`src/hw/rtl/rlf_pkg.sv`:
```
package rlf_pkg;

	localparam int unsigned WORD_W    = 32;
	localparam int unsigned RING_LEN  = 17;
	localparam int unsigned PTR_W     = 5;

	typedef logic [WORD_W-1:0] word_t;
	typedef logic [PTR_W-1:0]  ptr_t;

	localparam ptr_t  RING_TOP  = 5'd16;
	localparam ptr_t  LAG_START = 5'd10;
	localparam word_t LCG_MUL   = 32'd2891336453;
	localparam word_t SUB_RESET = 32'd1;

	// request codes
	typedef enum logic {
		OP_DRAW = 1'b0,
		OP_SEED = 1'b1
	} op_t;

	// sequencer states
	typedef enum logic [1:0] {
		ST_IDLE,
		ST_DRAW,
		ST_SEED
	} state_t;

	// rotate left by 13
	function automatic word_t rotl_lag(input word_t w);
		return {w[18:0], w[31:19]};
	endfunction

	// rotate left by 9
	function automatic word_t rotl_own(input word_t w);
		return {w[22:0], w[31:23]};
	endfunction

	// step a ring pointer down, wrapping to the top
	function automatic ptr_t step_down(input ptr_t p);
		return (p == '0) ? RING_TOP : ptr_t'(p - 5'd1);
	endfunction

endpackage

```
`src/hw/rtl/rlf_if.sv`:
```
interface rlf_req_if;
	logic                valid;
	logic                ready;
	logic                op;
	rlf_pkg::word_t      seed_value;

	modport source (output valid, output op, output seed_value, input ready);
	modport sink   (input valid, input op, input seed_value, output ready);
endinterface

interface rlf_rsp_if;
	logic                valid;
	logic                ready;
	rlf_pkg::word_t      random_word;

	modport source (output valid, output random_word, input ready);
	modport sink   (input valid, input random_word, output ready);
endinterface

```
`src/hw/rtl/rlf_ram.sv`:
```
module rlf_ram #(
	parameter int unsigned WIDTH = 32,
	parameter int unsigned DEPTH = 17
) (
	input  logic                     clk,
	input  logic                     we,
	input  logic [$clog2(DEPTH)-1:0] waddr,
	input  logic [WIDTH-1:0]         wdata,
	input  logic [$clog2(DEPTH)-1:0] raddr,
	output logic [WIDTH-1:0]         rdata
);

	logic [WIDTH-1:0] mem [DEPTH];

	// write one entry, register the read
	always_ff @(posedge clk) begin
		if (we) begin
			mem[waddr] <= wdata;
		end
		rdata <= mem[raddr];
	end

endmodule

```
`src/hw/rtl/rotating_lagged_fibonacci_rng.sv`:
```
// Rotate-and-add lagged Fibonacci generator over a ring of 17 words.
// Request channel (req): op = 0 draws the next word, op = 1 reseeds the ring
// from seed_value; a zero seed is replaced by the value last written on the
// configuration port (cfg_we / cfg_wdata, 1 after reset).
// Response channel (rsp): one random_word beat for each draw, none for a seed.
// A draw reads the ring from two copies of the ring memory in the cycle after
// the request beat, and the sum is written back and placed in the output
// register at the end of that cycle unless the output is stalled. A reseed
// holds the request channel for the request beat and then while the single
// multiplier steps the LCG once for each of the 17 ring writes. One item is
// in work at a time.
// Reset clears the pointers (write 0, lag 10) and the per-entry valid bits, so
// the ring reads as zeros and draws return 0 until the first reseed.
// If the receiver stalls with a word held in the output register, a finished
// draw waits in its read cycle and no further request is taken.
module rotating_lagged_fibonacci_rng (
	input  logic             clk,
	input  logic             arst_n,
	input  logic             cfg_we,
	input  rlf_pkg::word_t   cfg_wdata,
	rlf_req_if.sink          req,
	rlf_rsp_if.source        rsp
);

	rlf_pkg::state_t state_q, state_d;
	rlf_pkg::ptr_t   wp_q, lp_q, cnt_q;
	rlf_pkg::word_t  sub_q, lcg_q, out_word_q;
	logic            out_valid_q;
	logic [rlf_pkg::RING_LEN-1:0] valid_q;

	rlf_pkg::word_t  own_rd, lag_rd, own_word, lag_word, sum_word;
	rlf_pkg::word_t  lcg_prod, lcg_next, wdata;
	rlf_pkg::ptr_t   waddr;
	logic            we, accept, draw_done, seed_last;
	rlf_pkg::word_t  seed_start;

	// two copies of the ring: one read at the write pointer, one at the lag
	rlf_ram #(.WIDTH(rlf_pkg::WORD_W), .DEPTH(rlf_pkg::RING_LEN)) u_ram_own (
		.clk   (clk),
		.we    (we),
		.waddr (waddr),
		.wdata (wdata),
		.raddr (wp_q),
		.rdata (own_rd)
	);

	rlf_ram #(.WIDTH(rlf_pkg::WORD_W), .DEPTH(rlf_pkg::RING_LEN)) u_ram_lag (
		.clk   (clk),
		.we    (we),
		.waddr (waddr),
		.wdata (wdata),
		.raddr (lp_q),
		.rdata (lag_rd)
	);

	// unwritten entries read as zero
	assign own_word = valid_q[wp_q] ? own_rd : '0;
	assign lag_word = valid_q[lp_q] ? lag_rd : '0;
	assign sum_word = rlf_pkg::word_t'(rlf_pkg::rotl_lag(lag_word) +
		rlf_pkg::rotl_own(own_word));

	// LCG step
	assign lcg_prod   = rlf_pkg::word_t'(lcg_q * rlf_pkg::LCG_MUL);
	assign lcg_next   = rlf_pkg::word_t'(lcg_prod + 32'd1);
	assign seed_start = (req.seed_value == '0) ? sub_q : req.seed_value;

	assign accept    = req.valid && req.ready;
	assign draw_done = (state_q == rlf_pkg::ST_DRAW) && (!out_valid_q || rsp.ready);
	assign seed_last = (state_q == rlf_pkg::ST_SEED) && (cnt_q == rlf_pkg::RING_TOP);

	// next state
	always_comb begin
		state_d = state_q;
		unique case (state_q)
			rlf_pkg::ST_IDLE: begin
				if (accept) begin
					state_d = (req.op == rlf_pkg::OP_SEED) ? rlf_pkg::ST_SEED
						: rlf_pkg::ST_DRAW;
				end
			end
			rlf_pkg::ST_DRAW: begin
				if (draw_done) begin
					state_d = rlf_pkg::ST_IDLE;
				end
			end
			rlf_pkg::ST_SEED: begin
				if (seed_last) begin
					state_d = rlf_pkg::ST_IDLE;
				end
			end
			default: state_d = rlf_pkg::ST_IDLE;
		endcase
	end

	// outputs of the sequencer
	always_comb begin
		req.ready = 1'b0;
		we        = 1'b0;
		waddr     = wp_q;
		wdata     = sum_word;
		unique case (state_q)
			rlf_pkg::ST_IDLE: begin
				req.ready = 1'b1;
			end
			rlf_pkg::ST_DRAW: begin
				we = draw_done;
			end
			rlf_pkg::ST_SEED: begin
				we    = 1'b1;
				waddr = cnt_q;
				wdata = lcg_next;
			end
			default: begin
				req.ready = 1'b0;
			end
		endcase
	end

	// hold the zero-seed substitute
	always_ff @(posedge clk or negedge arst_n) begin
		if (!arst_n) begin
			sub_q <= rlf_pkg::SUB_RESET;
		end else if (cfg_we) begin
			sub_q <= cfg_wdata;
		end
	end

	// sequencer, pointers, valid bits, output beat
	always_ff @(posedge clk or negedge arst_n) begin
		if (!arst_n) begin
			state_q     <= rlf_pkg::ST_IDLE;
			wp_q        <= '0;
			lp_q        <= rlf_pkg::LAG_START;
			cnt_q       <= '0;
			valid_q     <= '0;
			out_valid_q <= 1'b0;
		end else begin
			state_q <= state_d;
			if (we) begin
				valid_q[waddr] <= 1'b1;
			end
			if (accept && req.op == rlf_pkg::OP_SEED) begin
				cnt_q <= '0;
			end else if (state_q == rlf_pkg::ST_SEED) begin
				cnt_q <= rlf_pkg::ptr_t'(cnt_q + 5'd1);
			end
			if (seed_last) begin
				wp_q <= '0;
				lp_q <= rlf_pkg::LAG_START;
			end else if (draw_done) begin
				wp_q <= rlf_pkg::step_down(wp_q);
				lp_q <= rlf_pkg::step_down(lp_q);
			end
			if (draw_done) begin
				out_valid_q <= 1'b1;
			end else if (rsp.ready) begin
				out_valid_q <= 1'b0;
			end
		end
	end

	// payload: LCG state and output word
	always_ff @(posedge clk) begin
		if (accept) begin
			lcg_q <= seed_start;
		end else if (state_q == rlf_pkg::ST_SEED) begin
			lcg_q <= lcg_next;
		end
		if (draw_done) begin
			out_word_q <= sum_word;
		end
	end

	assign rsp.valid       = out_valid_q;
	assign rsp.random_word = out_word_q;

	// pointers keep a fixed lag of 10 around the ring
	a_lag_distance: assert property (@(posedge clk) disable iff (!arst_n)
		(wp_q < 5'd7) ? (lp_q == wp_q + 5'd10) : (lp_q == wp_q - 5'd7))
		else $error("lag pointer lost its distance from write pointer");

	a_ptr_range: assert property (@(posedge clk) disable iff (!arst_n)
		wp_q <= rlf_pkg::RING_TOP && lp_q <= rlf_pkg::RING_TOP)
		else $error("ring pointer out of range");

	a_seed_fills: assert property (@(posedge clk) disable iff (!arst_n)
		seed_last |=> (&valid_q))
		else $error("reseed left ring entries unwritten");

	a_draw_beat: assert property (@(posedge clk) disable iff (!arst_n)
		draw_done |=> rsp.valid)
		else $error("finished draw gave no output beat");

	a_no_overwrite: assert property (@(posedge clk) disable iff (!arst_n)
		(rsp.valid && !rsp.ready) |=> $stable(out_word_q))
		else $error("stalled output word overwritten");

endmodule

```
`src/flat_wrapper.sv`:
```
// flat-port wrapper written by rule: the top's interface ports become plain ports
module rotating_lagged_fibonacci_rng_flat 
  (clk, arst_n, cfg_we, cfg_wdata, req_valid, req_op, req_seed_value, req_ready, rsp_valid, rsp_random_word, rsp_ready);
  rlf_req_if req_i ();
  rlf_rsp_if rsp_i ();
  input  logic clk;
  input  logic arst_n;
  input  logic cfg_we;
  input  rlf_pkg::word_t cfg_wdata;
  input wire logic [$bits(req_i.valid)-1:0] req_valid;
  input wire logic [$bits(req_i.op)-1:0] req_op;
  input wire logic [$bits(req_i.seed_value)-1:0] req_seed_value;
  output wire logic [$bits(req_i.ready)-1:0] req_ready;
  output wire logic [$bits(rsp_i.valid)-1:0] rsp_valid;
  output wire logic [$bits(rsp_i.random_word)-1:0] rsp_random_word;
  input wire logic [$bits(rsp_i.ready)-1:0] rsp_ready;
  assign req_i.valid = req_valid;
  assign req_i.op = req_op;
  assign req_i.seed_value = req_seed_value;
  assign req_ready = req_i.ready;
  assign rsp_valid = rsp_i.valid;
  assign rsp_random_word = rsp_i.random_word;
  assign rsp_i.ready = rsp_ready;
  rotating_lagged_fibonacci_rng u_core (.clk(clk), .arst_n(arst_n), .cfg_we(cfg_we), .cfg_wdata(cfg_wdata), .req(req_i), .rsp(rsp_i));
endmodule
```
`config.mk`:
```
export PLATFORM = sky130hd
export DESIGN_NAME = rotating_lagged_fibonacci_rng_flat
export DESIGN_NICKNAME = d
export VERILOG_FILES = /design/src/hw/rtl/rlf_pkg.sv /design/src/hw/rtl/rlf_if.sv /design/src/hw/rtl/rlf_ram.sv /design/src/hw/rtl/rotating_lagged_fibonacci_rng.sv /design/src/flat_wrapper.sv
export SDC_FILE = /design/constraint.sdc
export NUM_CORES = 2
export LEC_CHECK = 0
export ABC_AREA = 1
export ABC_CLOCK_PERIOD_IN_PS = 8400
export BUFFER_PORTS_ARGS = -buffer_cell sky130_fd_sc_hd__buf_4
export CORE_MARGIN = 2
export CORE_UTILIZATION = 30
export CTS_CLUSTER_SIZE = 12
export DETAILED_ROUTE_END_ITERATION = 10
export PLACE_DENSITY_LB_ADDON = 0.25
export RECOVER_POWER = 25
export REMOVE_ABC_BUFFERS = 1
export SLEW_MARGIN = 20
export SYNTH_ARGS = -nofsm -noshare
export SYNTH_HDL_FRONTEND = slang
export SYNTH_SLANG_ARGS = --single-unit
```
`constraint.sdc`:
```
create_clock -name clk -period 8.4 [get_ports clk]
set_input_delay 1.26 -clock clk [delete_from_list [all_inputs] [get_ports clk]]
set_output_delay 1.26 -clock clk [all_outputs]
set_load 0.05 [all_outputs]
```
## Yosys cells after proc, flatten, opt, wreduce, memory -nomap -nowiden

Memories as Yosys holds them, arrays and structs flattened. A register that Yosys moved wholly into a read port is not among the register bits.
Index checks and enable logic that the tools add are counted.

| word-level totals | value |
|---|---|
| register bits after elaboration | 131 |
| bits in writable memories | 1088 |
| output and inout port bits | 34 |
| logic and storage cells | 76 |
| memories | 2 |

| operators by class | value |
|---|---|
| add/subtract/negate cells | 5 |
| multipliers | 1 |
| $lt $le $gt $ge | 4 |
| equality and inequality tests | 6 |
| muxes and demuxes | 32 |
| bitwise logic cells | 1 |
| reductions and logical operators | 16 |

Memory list:

| name | depth | bits a word | read ports | clocked after Yosys merged registers in | wr ports | RTL line | source |
|---|---|---|---|---|---|---|---|
| u_core.u_ram_lag.mem | 17 | 32 | 1 | 1 | 1 | rlf_ram.sv:13 | `logic [WIDTH-1:0] mem [DEPTH];` |
| u_core.u_ram_own.mem | 17 | 32 | 1 | 1 | 1 | rlf_ram.sv:13 |  |

Operator list:

| cell | count |
|---|---|
| $mux 32 | 6 |
| $mux 5 | 9 |
| $add 32x1->32 const B | 1 |
| $add 32x32->32 | 1 |
| $logic_not 32->1 | 1 |
| $mul 32x32->32 const B | 1 |
| $lt 5x6->1 const B | 3 |
| $or 17x17->17 | 1 |
| $bmux 1 s5 | 2 |
| $logic_not 5->1 | 2 |
| $sub 5x1->5 const B | 2 |
| $mux 1 | 8 |
| $mux 2 | 4 |
| $reduce_bool 2->1 | 4 |
| $ne 2x1->1 const B | 3 |
| $pmux 2 s3 | 1 |
| $add 5x1->5 const B | 1 |
| $demux 1 s5 | 1 |
| $eq 5x5->1 const B | 1 |
| $ge 5x1->1 const B | 1 |
| $logic_and 1x1->1 | 5 |
| $reduce_and 3->1 | 1 |
| $eq 2x1->1 const B | 1 |
| $eq 2x2->1 const B | 1 |
| other kinds (4) | 4 |

## Depth between registers and ports, before layout

| depth | value |
|---|---|
| word-level depth | 7 |
| mapped depth | 29 |
| gate-level depth less buffers | 27 |

## By module

From an unflattened synthesis, not the netlist that was laid out.

| unflattened totals | value |
|---|---|
| cell total of the unflattened synthesis | 5799 |
| area total of the unflattened synthesis | 61594.1 um^2 |

By module, submodules not included:

| module | times used | cells an instance | area an instance (um^2) |
|---|---|---|---|
| rlf_ram | 2 | 1876 | 22571.6 |
| rotating_lagged_fibonacci_rng | 1 | 2047 | 16450.8 |

## Worst setup path before layout

Ideal clock, no wire load.

| timing | value |
|---|---|
| kind | flip-flop to flip-flop |
| from | reg u_core.lcg_q[11] |
| to | mem u_core.u_ram_own.mem[0][31] (data pin) |
| library setup time | 324 ps |
| data arrival time | 5457 ps |
| data required time | 8076 ps |
| path slack | 2618 ps |
| stages on the path, launching flop included | 23 |
| buffers on the path | 0 |
| clock period less this slack | 5782 ps |
| cells stage by stage | edfxtp_1 ha_1 fa_1 ha_1 inv_1 fa_1 inv_1 fa_1 fa_1 fa_1 inv_1 fa_1 inv_1 ha_1 inv_1 nor3_1 inv_1 nor2_1 nand4_1 nand3_1 nand3_1 nand3_1 nand2_1 |

| on the way | value |
|---|---|
| cells in the longest elaborated chain, start to end | 3 |

RTL lines:

| what | RTL line | source |
|---|---|---|
| from (decl) | rotating_lagged_fibonacci_rng.sv:27 | `rlf_pkg::word_t sub_q, lcg_q, out_word_q;` |
| from (signal assigned) | rotating_lagged_fibonacci_rng.sv:165 | `lcg_q <= seed_start;` |
| from (signal assigned) | rotating_lagged_fibonacci_rng.sv:167 | `lcg_q <= lcg_next;` |
| $mul 32x32->32 | rotating_lagged_fibonacci_rng.sv:63 | `assign lcg_prod = rlf_pkg::word_t'(lcg_q * rlf_pkg::LCG_MUL);` |
| $add 32x1->32 | rotating_lagged_fibonacci_rng.sv:64 | `assign lcg_next = rlf_pkg::word_t'(lcg_prod + 32'd1);` |
| $mux 32 | rotating_lagged_fibonacci_rng.sv:101 | `unique case (state_q)` |
| net u_core.u_ram_lag.wdata[31] | rlf_ram.sv:8 | `input logic [WIDTH-1:0] wdata,` |
| to (decl) | rlf_ram.sv:13 |  |

The timed path passes the listed nets, and every way through them passes these cells.

## Worst setup path after layout

| timing | value |
|---|---|
| from | reg u_core.state_q[0] |
| to | mem u_core.u_ram_own.mem[8][17] (enable) |

| on the way | value |
|---|---|
| cells in the longest elaborated chain, start to end | 5 |
| elaborated cells between the ends (all ways) | 7 |
| classes of those cells | 2 x eq/ne; 4 x mux; 1 x reduce/logical |

RTL lines:

| what | RTL line | source |
|---|---|---|
| from (decl) | rotating_lagged_fibonacci_rng.sv:25 | `rlf_pkg::state_t state_q, state_d;` |
| from (signal assigned) | rotating_lagged_fibonacci_rng.sv:131 | `state_q <= rlf_pkg::ST_IDLE;` |
| from (signal assigned) | rotating_lagged_fibonacci_rng.sv:138 | `state_q <= state_d;` |
| $eq 2x1->1 | rotating_lagged_fibonacci_rng.sv:68, rotating_lagged_fibonacci_rng.sv:101 |  |
| $logic_and 1x1->1 | rotating_lagged_fibonacci_rng.sv:68 | `assign draw_done = (state_q == rlf_pkg::ST_DRAW) && (!out_valid_q \|\| rsp.ready);` |
| $pmux 1 s2 | rotating_lagged_fibonacci_rng.sv:101 |  |
| $mux 1 | rlf_ram.sv:17 | `if (we) begin` |
| $mux 1 (implied by the code) | rlf_ram.sv:18 | `mem[waddr] <= wdata;` |

Parallel ways exist; a longest one is shown, timed or not.

==> flow_metrics.py <==
metrics = {
    "worst_setup_path": {
        "worstSetupPathType": "register to register",
        "crit_arrival_ps": 7690,
        "r2r_cells": 8,
        "worst_setup_path_start_kind": "register",
        "critPathRequiredTime_ps": 8710,
        "crit_slowest_cell": "clkbuf_1",
        "max_stage_delay_ps": 1890,
        "crit_buf_inv": 4,
        "crit_cells": 8,
        "path_delay_family": "buffers and inverters",
        "crit_chain": "inv_1 -> ha_1 -> clkbuf_1 -> inv_1 -> a21oi_1 -> nand3_2 -> nor3_2 -> buf_4",
        "cpMostUsedCell": "inv_1",
        "ff2ff_setup_slack_ps": 1030,
        "end_kind": "register",
        "crit_fanout": 47,
    },
    "clock_network": {
        "post_cts_resized": 0,
        "clk_latency_ps": 730,
        "cts_made_buffers": 87,
        "clk_pin_slew_ps": 60,
        "ctsHtreeMaxLevel": 3,
        "clock_path_buffers": 3,
        "hold_buffers": 0,
        "cts-root-buf": "clkbuf_16",
        "post_cts.repair.setup_buffers": 0,
        "cts.sinks": 739,
        "cts_tree": "built",
    },
    "run": {
        "drv_cap": 19,
    },
    "floorplan": {
        "io_pins": 104,
        "die-area_um2": 149000,
        "start_util_pct": 30.1,
        "core_area_um2": 145000,
        "fp.dieW_um": 386,
        "num_rows": 140,
        "chipHeight_um": 386,
    },
    "synthesis": {
        "synthTopCellsByArea": "edfxtp_1 42%, o21ai_0 6.9%, ha_1 6.7%",
        "yosys.cell_types.count": 58,
        "synth_edf_count": 608,
        "synthFlopType": "edfxtp_1",
        "netlist_area_um2": 43800,
        "yosysMostFrequentCell": "inv_1",
        "synth_top_area_cell": "edfxtp_1",
        "synth.avg_cell_area_um2": 9.47,
        "ys_seq_elements": 739,
        "synthTopCellsByCount": "658 x inv_1, 608 x edfxtp_1, 602 x o21ai_0",
        "postSynth.asyncResetShare_pct": 9.07,
        "ys_seq_area_share_pct": 48.5,
        "yosys_warnings": 0,
        "syn_inst": 4622,
        "yosysTopAreaCellShare_pct": 41.7,
    },
    "sta": {
        "slew_headroom_pct": -155,
        "final_max_slew_viol_count": 850,
        "fmax_mhz": 136,
        "worstMarginPinSlew_ps": 3830,
        "rsz0062_at_grt": "no",
        "final_hold_viol_count": 0,
        "min_period_ps": 7370,
        "finClkSkew_ps": 49.9,
        "fin_setup_tns_ps": 0,
        "finalCritPeriodShare_pct": 87.8,
        "fin_ws_ps": 1030,
        "finalSetupViolCount": 0,
    },
    "global_route": {
        "overflow": 0,
        "grt_pass1_vias": 33965,
        "grt_usage_pct": 21.6,
        "antenna_found_initial": 8,
        "grt_pass1_wl_um": 234000,
        "grt_max_degree": 105,
    },
    "place": {
        "hpwl_um": 106000,
        "routabilityCongestion": 0.948,
        "pre_cts_ws_ps": 1470,
        "numPortBuffers": 103,
    },
    "hold_path": {
        "hold_depth": 2,
        "min_path_type": "register to register",
    },
    "finish": {
        "areaGrowthSynthToFinish_pct": 12.0,
        "fin_nets": 5080,
        "drive_gt1_share_pct": 6.88,
        "nFillCells": 14802,
    },
    "status": {
        "violations": "max-capacitance violations, max-slew violations",
        "status": "finished with violations",
    },
    "detailed_routing": {
        "num_vias": 34976,
        "ant_nets": 0,
        "drc": 0,
        "drtIter0Drc": 3865,
        "wirelength_um": 162000,
        "drt-pass1-iter-count": 7,
        "vias_per_cell": 5.28,
        "wl_per_cell_um": 24.5,
    },
}
## final timing paths
| check | to | from |
|---|---|---|
| max in group asynchronous | u_core.wp_q[1] | arst_n |
| worst max register to register | u_core.u_ram_own.mem[8][17] | u_core.state_q[0] |
| worst max-delay path | u_core.u_ram_own.mem[8][17] | u_core.state_q[0] |
| min in group asynchronous | u_core.sub_q[1] | arst_n |
| worst min-delay path | u_core.valid_q[10] | u_core.valid_q[10] |
| worst min register to register | u_core.valid_q[10] | u_core.valid_q[10] |
## per-layer routing
metal  GRT usage [%]  up-vias  wire length, µm
li1                -    15943                -
met1            29.0    17211            68400
met2            34.5     1542            74100
met3            4.21      280            14000
met4            7.52        0             5870
met5               0        -                0
## through the flow
stage                     area (µm²)  hold WS, ps  util (%)  instances
final                          49000          477      33.7       6628
after global routing           49000          506      33.7       6624
after CTS                      49200          475      33.9       6623
after detailed placement       46500          462      32.0       6462
after global placement         46500          456      32.0       6462
after floorplan                42600          439         -       4374
## worst register-to-register path: cells and delay by family, from the launching register on
kind                     cells  cell delay (ps)
buffers and inverters        4             4480
AO/OA/AOI/OAI                1              670
adder cells (fa/ha/maj)      1              160
AND/OR/NAND/NOR              2             1210
flip-flops                   1              380
## cells in the final DEF, fill, tap and decap left out, drive strengths merged, types with 107 or more instances in the layout
cell and instances:
buf 121, inv 663, nand3 180, o21ai 642, edfxtp 608, fa 142, o211ai 107, a21oi 369
clkbuf 183, ha 233, nor2 367, nand2 574
## registers in the layout, summed over array words and instances, names as in the netlist
| register | cells |
|---|---|
| u_core.state_q | 2 |
| u_core.wp_q | 5 |
| u_core.lp_q | 5 |
| u_core.rsp.random_word | 32 |
| u_core.rsp.valid | 1 |
| u_core.u_ram_own.mem | 544 |
| u_core.valid_q | 17 |
| u_core.u_ram_own.rdata | 32 |
| u_core.cnt_q | 5 |
| u_core.u_ram_lag.rdata | 32 |
| u_core.sub_q | 32 |
| u_core.lcg_q | 32 |
## logic make-up (layout without fill, tap and decap cells)
| family | after synthesis | count (layout) | share of synthesized area (%) |
|---|---|---|---|
| AO/OA/AOI/OAI | 1316 | 1316 | 17.0 |
| XOR/XNOR | 43 | 43 | 0.861 |
| adder cells (fa/ha/maj) | 375 | 375 | 13.2 |
| buffers and inverters | 910 | 995 | 8.36 |
| flip-flops | 739 | 739 | 48.5 |
| multiplexers | 24 | 24 | 0.618 |
| other | 0 | 4 | 0 |
| AND/OR/NAND/NOR | 1215 | 1215 | 11.5 |
## cell type report
cell class	count	area [µm²]	share of cell area (%)
Clock buffer	132	2440	4.97
Inverter	662	2490	5.09
Clock inverter	29	352	0.717
Antenna cell	4	10.0	0.0204
Tap cell	1917	2400	4.89
Multi-Input combinational cell	2973	19000	38.7
Timing Repair Buffer	172	1110	2.26
Sequential cell	739	21200	43.3
Power is not shown: default switching activity piles up to over one toggle a cycle in this logic, so the estimate is an artifact.
